==> config.mk <==
export PLATFORM = sky130hd
export DESIGN_NAME = glhm_div
export DESIGN_NICKNAME = d
export VERILOG_FILES = /design/src/glhm_pkg.sv /design/src/glhm_div.sv
export SDC_FILE = /design/constraint.sdc
export NUM_CORES = 1
export LEC_CHECK = 0
export ABC_CLOCK_PERIOD_IN_PS = 2700
export BUFFER_PORTS_ARGS = -buffer_cell sky130_fd_sc_hd__buf_2
export CORE_MARGIN = 2
export CORE_UTILIZATION = 52
export CTS_BUF_LIST = sky130_fd_sc_hd__clkbuf_8
export DETAILED_ROUTE_END_ITERATION = 8
export GPL_ROUTABILITY_DRIVEN = 0
export PLACE_DENSITY = 0.85
export SLEW_MARGIN = 5
export SYNTH_ARGS = -nofsm -noshare
export SYNTH_HDL_FRONTEND = slang
export SYNTH_SLANG_ARGS = --single-unit
export TNS_END_PERCENT = 50
==> constraint.sdc <==
create_clock -name i_clk -period 2.7 [get_ports i_clk]
set_input_delay 0.54 -clock i_clk [delete_from_list [all_inputs] [get_ports i_clk]]
set_output_delay 0.54 -clock i_clk [all_outputs]
set_load 0.01 [all_outputs]
==> src/glhm_pkg.sv <==
`timescale 1ns / 1ps

package glhm_pkg;

    localparam int LEVELS        = 256;
    localparam int LEVEL_BITS    = $clog2(LEVELS);
    localparam int COUNT_BITS    = 24;
    localparam int PCT_FRAC_BITS = 8;
    localparam int PCT_SCALE     = 100;
    localparam int SCALE_BITS    = $clog2(PCT_SCALE + 1);
    localparam int PROD_BITS     = COUNT_BITS + SCALE_BITS;
    localparam int NUM_BITS      = PROD_BITS + PCT_FRAC_BITS;
    localparam int SHARE_BITS    = 15;
    localparam int QCNT_BITS     = $clog2(SHARE_BITS + 1);

    localparam logic [COUNT_BITS-1:0] COUNT_MAX = {COUNT_BITS{1'b1}};

    typedef logic [1:0]            t_op;
    typedef logic [7:0]            t_level;
    typedef logic [COUNT_BITS-1:0] t_count;
    typedef logic [SHARE_BITS-1:0] t_share;
    typedef logic [1:0]            t_status;

    localparam t_op OP_ADD   = 2'd0;
    localparam t_op OP_READ  = 2'd1;
    localparam t_op OP_CLEAR = 2'd2;

    localparam t_status ST_OK        = 2'd0;
    localparam t_status ST_ADD_RANGE = 2'd1;
    localparam t_status ST_RD_RANGE  = 2'd2;
    localparam t_status ST_EMPTY     = 2'd3;

    localparam t_level MAX_LEVEL_RESET = 8'd255;

endpackage

==> src/glhm_div.sv <==
`timescale 1ns / 1ps

module glhm_div (
    input  logic                                i_clk,
    input  logic                                i_rst_n,
    input  logic                                i_start,
    input  logic [glhm_pkg::NUM_BITS-1:0]       i_num,
    input  glhm_pkg::t_count                    i_den,
    output logic                                o_busy,
    output glhm_pkg::t_share                    o_quot
);

    logic                                r_busy;
    logic [glhm_pkg::QCNT_BITS-1:0]      r_cnt;
    glhm_pkg::t_count                    r_rem;
    glhm_pkg::t_count                    r_den;
    glhm_pkg::t_share                    r_low;
    logic [glhm_pkg::COUNT_BITS:0]       n_trial;
    logic                                n_fits;

    always_comb begin
        n_trial = {r_rem, r_low[glhm_pkg::SHARE_BITS-1]};
        n_fits  = (n_trial >= {1'b0, r_den});
    end

    always_ff @(posedge i_clk) begin
        if (!i_rst_n) begin
            r_busy <= 1'b0;
            r_cnt  <= '0;
        end else if (i_start) begin
            r_busy <= 1'b1;
            r_cnt  <= glhm_pkg::QCNT_BITS'(glhm_pkg::SHARE_BITS);
        end else if (r_busy) begin
            r_cnt <= r_cnt - 1'b1;
            if (r_cnt == glhm_pkg::QCNT_BITS'(1)) begin
                r_busy <= 1'b0;
            end
        end
    end

    always_ff @(posedge i_clk) begin
        if (i_start) begin
            r_rem <= glhm_pkg::COUNT_BITS'(i_num >> glhm_pkg::SHARE_BITS);
            r_low <= glhm_pkg::SHARE_BITS'(i_num);
            r_den <= i_den;
        end else if (r_busy) begin
            if (n_fits) begin
                r_rem <= glhm_pkg::COUNT_BITS'(n_trial - {1'b0, r_den});
            end else begin
                r_rem <= glhm_pkg::COUNT_BITS'(n_trial);
            end
            r_low <= {r_low[glhm_pkg::SHARE_BITS-2:0], n_fits};
        end
    end

    assign o_busy = r_busy;
    assign o_quot = r_low;

endmodule
# --- After elaboration in Yosys (flattened, before gate mapping) ---
# Index checks and enable logic that the tools add are counted.
totals:
  inputBits: 66
  ff_bits: 68
  word_cells: 20
  out_inout_bits: 16
classes:
  eq_ne: 1
  muxes: 10
  addsub: 2
  magnitude_cmp: 1
  reduce_logical: 1
ops:
  columns: ["op", "n"]
  rows:
  - ["24-bit two-way mux", 3]
  - ["15-bit two-way mux", 2]
  - ["25-bit by 24-bit >= comparator with 1-bit output", 1]
  - ["24-bit subtractor", 1]
  - ["4-bit two-way mux", 2]
  - ["4-bit by 1-bit equality test with 1-bit output (second input constant)", 1]
  - ["4-bit by 1-bit subtractor with 4-bit output (second input constant)", 1]
  - ["1-bit two-way mux", 3]
  - ["2-bit nonzero test", 1]

# --- Depth between registers and ports, before layout ---
logic_depth:
  ltp_word: 4
  depth_mapped: 13
  depth_no_buf: 10

# --- Least setup slack after synthesis ---
# Ideal clock, no wire load.
synth_timing:
  path_kind: "reg2reg"
  start: "register r_rem[13]"
  end: "register r_rem[12] (data pin)"
  synth_period_minus_slack_ns: 2.618
  path_slack_ns: 0.082
  arrival_time_ns: 2.357
  path_stages_with_launch: 11
  setup_ns: 0.261
  required_time_ns: 2.439
  cell_sequence: "edfxtp_1 -> ha_1 -> a21oi_1 -> o21ai_2 -> or3_1 -> o22ai_1 -> or3_1 -> buf_6 -> nand2_4 -> buf_6 -> a221o_1"
synth_via:
  elab_chain_cells: 4
synth_lines:
  columns: ["element", "line", "source"]
  rows:
  - ["from (decl)", "glhm_div.sv:15", "glhm_pkg::t_count r_rem;"]
  - ["from (signal assigned)", "glhm_div.sv:43", "r_rem <= glhm_pkg::COUNT_BITS'(i_num >> glhm_pkg::SHARE_BITS);"]
  - ["from (signal assigned)", "glhm_div.sv:48", "r_rem <= glhm_pkg::COUNT_BITS'(n_trial - {1'b0, r_den});"]
  - ["from (signal assigned)", "glhm_div.sv:50", "r_rem <= glhm_pkg::COUNT_BITS'(n_trial);"]
  - ["25-bit by 24-bit >= comparator with 1-bit output", "glhm_div.sv:23", "n_fits = (n_trial >= {1'b0, r_den});"]
  - ["24-bit two-way mux", "glhm_div.sv:47", "if (n_fits) begin"]
  - ["24-bit two-way mux", "glhm_div.sv:46", "end else if (r_busy) begin"]
  - ["24-bit two-way mux", "glhm_div.sv:42", "if (i_start) begin"]
# No other way between the ends. The select of a mux whose other input is x is not followed.
# A chain may end at the register's enable or synchronous reset.

# --- Final worst setup path ---
layout_timing:
  start: "register r_rem[8]"
  end: "register r_rem[22] (data pin)"
layout_via:
  elab_chain_cells: 4
  word_cells_on_any_way: 5
layout_lines:
  columns: ["element", "line"]
  rows:
  - ["24-bit subtractor or 25-bit by 24-bit >= comparator with 1-bit output (tied branches)", "glhm_div.sv:48, glhm_div.sv:23"]
  - ["24-bit two-way mux (*)", "glhm_div.sv:47"]
  - ["24-bit two-way mux (*)", "glhm_div.sv:46"]
  - ["24-bit two-way mux (*)", "glhm_div.sv:42"]
# Every way passes the cells marked *; elsewhere a longest branch is shown, timed or not. The select of a mux whose other input is x is not followed.

==> impl_metrics.tcl <==
set metrics [dict create \
    grt_max_degree 53 \
    hold_class "in2reg" \
    hpwl_mm 7.38 \
    cts_root_buf "clkbuf_8" \
    fin_setup_tns_ps 0 \
    fin_cells 617 \
    htreeDepth 3 \
    die_w_um 95.5 \
    antenna_found_initial 0 \
    rsz0062_at_grt "yes" \
    grt_pass1_vias 3635 \
    period_minus_slack_ps 2630 \
    drtIter0Drc 214 \
    maxCapViolations 0 \
    worst_slew_pin_slew_ps 574 \
    fin_crit_sh 0.974 \
    ys_ff_latch 68 \
    via_count 3625 \
    synth_top_area_cell "edfxtp_1" \
    finalSetupViolations 0 \
    status "completed" \
    synth_cells 403 \
    synth-async-reset-ratio 0 \
    drive_gt1_frac 0.352 \
    clkPwrFrac 0.185 \
    arrival_ps 2740 \
    regArea_um2 1990 \
    power_leakage_nw 2.30 \
    synthesis.nets 496 \
    synth_top_area_share 0.434 \
    p_seq_frac 0.307 \
    port_buffers 81 \
    p_total_mw 5.05 \
    grt_pass1_wl_mm 16.5 \
    final_nets 600 \
    diodes 0 \
    cts_num_sinks 68 \
    startpoint "r_rem[8]$_DFFE_PP_" \
    critPathKind "reg2reg" \
    cts_buffers 9 \
    syn_area_um2 4360 \
    max-slew-margin-rel 0.617 \
    rows 33 \
    synth_edf_count 63 \
    synth.distinct_cells 61 \
    wl_mm 10.5 \
    die_h_um 95.5 \
    holdPathStages 1 \
    power.switching_mw 1.92 \
    swShare 0.380 \
    n_fill_cell 617 \
    ant_nets 0 \
    p_int_mw 3.13 \
    vias_per_cell 5.88 \
    grt-ovfl-total 0 \
    fin_ws_ps 70.3 \
    yosys.cell_count.top_type "edfxtp_1" \
    initial_core_util 0.533 \
    reg2reg_slack_ps 70 \
    cp_max_fo 4 \
    dpl.cell_count 599 \
    clk_pin_slew_ps 80 \
    fin_area_um2 5470 \
    max_stage_delay_ps 400 \
    fmax_ghz 0.380 \
    coreArea_um2 8180 \
    cp_cell_sequence "ha_1 > buf_4 > a21oi_1 > o21ai_0 > nor3_1 > a21oi_4 > buf_4 > a311oi_2 > xor2_1 > o21ai_1" \
    multiInputGateArea_um2 2280 \
    post-place-ws_ps -181 \
    dr.pass1.iters 5 \
    irDropWorstVdd_mv 0.446 \
    cts_tree "done" \
    path_common_cell "buf_4" \
    start_kind "register" \
    hold_buffers 0 \
    timing.clock.skew_ps 14.1 \
    worst-r2r-cell-count 10 \
    ios 82 \
    slew_violations 0 \
    yosys_warnings 0 \
    r2r_start "r_rem[8]$_DFFE_PP_" \
    placed_cell_area_um2 5060 \
    pwr-share-comb 0.508 \
    ys_dominant_reg_cell "edfxtp_1" \
    synth.area.top_cells "edfxtp_1, ha_1, mux2_2" \
    clk_path_buf_depth 2 \
    ys_seq_area_frac 0.457 \
    slowest_stage "edfxtp_1" \
    cellPowerDensity_nw_per_um2 925 \
    grt_usage 0.237 \
    ys_top_cells_by_count "edfxtp_1, inv_1, nand2_1, ha_1, a21oi_1" \
    syn2layout_area_growth_pct 25.5 \
    syn_area_per_cell_um2 10.8 \
    final_hold_viol_count 0 \
    drc_errors 0 \
    r2r-end "r_rem[22]$_DFFE_PP_" \
    end_kind "register" \
    post_drt_wl_per_cell_um 16.9 \
    clk_latency_ps 370 \
    crit_end "r_rem[22]$_DFFE_PP_" \
    dieArea_um2 9120 \
    required_ps 2810 \
]
cells by family after synthesis:
family	count (synthesis)	synth area share
flip-flops	68	0.457
AND/OR/NAND/NOR	101	0.130
buffers and inverters	60	0.0600
adder cells (fa/ha/maj)	27	0.0793
AO/OA/AOI/OAI	112	0.195
multiplexers	14	0.0362
XOR/XNOR	21	0.0422
worst max-delay path: cells and delay by family, from the launching register on:
kind / cells / cell delay, ps
AO/OA/AOI/OAI: 5 / 770
XOR/XNOR: 1 / 190
adder cells (fa/ha/maj): 1 / 370
buffers and inverters: 2 / 330
flip-flops: 1 / 400
AND/OR/NAND/NOR: 1 / 300
metrics by stage:
stage / util / hold WS, ps
after global routing: 0.669 / 332
after global placement: 0.619 / 566
final: 0.669 / 344
after detailed placement: 0.619 / 563
after CTS: 0.648 / 335
after floorplan: - / 567
metal layers:
layer,track usage,wire length (µm)
met1,0.282,4380
met2,0.402,5080
met3,0.0640,672
met4,0.102,319
met5,0,0
flip-flops by register name, indices dropped and copies added, names as in the netlist:
register and count:
o_busy 1, r_rem 24, r_den 24, r_cnt 4
o_quot 15
cell usage in the layout (no fill, tap or decap), types with 7 or more instances in the layout:
master	Yosys	final
clkbuf_8	0	9
xnor2_1	10	10
nand2_1	30	30
a21oi_1	18	13
ha_4	0	7
nor2_1	14	13
o21ai_1	6	7
o311ai_1	9	7
ha_1	26	18
o21ai_0	14	13
mux2_2	14	14
xor2_1	11	11
edfxtp_1	63	63
nor2b_1	11	10
buf_2	3	80
buf_4	0	29
inv_1	40	41
repair_timing:
| action | CTS | global route |
|---|---|---|
| pin swaps | 0 | 5 |
| resized for setup | 4 | 25 |
| gates cloned | 0 | 0 |
| buffers inserted | 0 | 2 |
| endpoints found under the hold margin | 0 | 0 |
| setup endpoints to repair | 23 | 22 |
power groups by stage:
stage | clock network [mW] | logic [mW] | registers [mW]
finish | 0.935 | 2.57 | 1.55
global placement | 0 | 2.24 | 1.54
global route | 0.987 | 2.80 | 1.57
floorplan | 0 | 1.61 | 1.53
detailed placement | 0 | 2.33 | 1.55
CTS | 0.945 | 2.37 | 1.53
worst min-delay path by stage:
stage / startpoint / endpoint / slack, ps
3_3_place_gp: o_quot[9]$_DFFE_PP_ / o_quot[10]$_DFFE_PP_ / 570
4_1_cts: i_den[16] / r_den[16]$_DFFE_PP_ / 330
5_1_grt: i_den[15] / r_den[15]$_DFFE_PP_ / 330
3_5_place_dp: o_quot[7]$_DFFE_PP_ / o_quot[8]$_DFFE_PP_ / 560
6_report: i_den[4] / r_den[4]$_DFFE_PP_ / 340
2_1_floorplan: r_cnt[3]$_SDFFE_PN0P_ / r_cnt[3]$_SDFFE_PN0P_ / 570
cell type report:
| cell class | count | area share |
|---|---|---|
| multi-input cells | 275 | 0.417 |
| flip-flops and latches | 68 | 0.364 |
| repair buffers | 113 | 0.128 |
| inverters | 40 | 0.0275 |
| well taps | 105 | 0.0240 |
| clock buffers | 9 | 0.0227 |
| clock inverters | 7 | 0.0169 |
No activity file was read; power rests on OpenSTA's default activity.
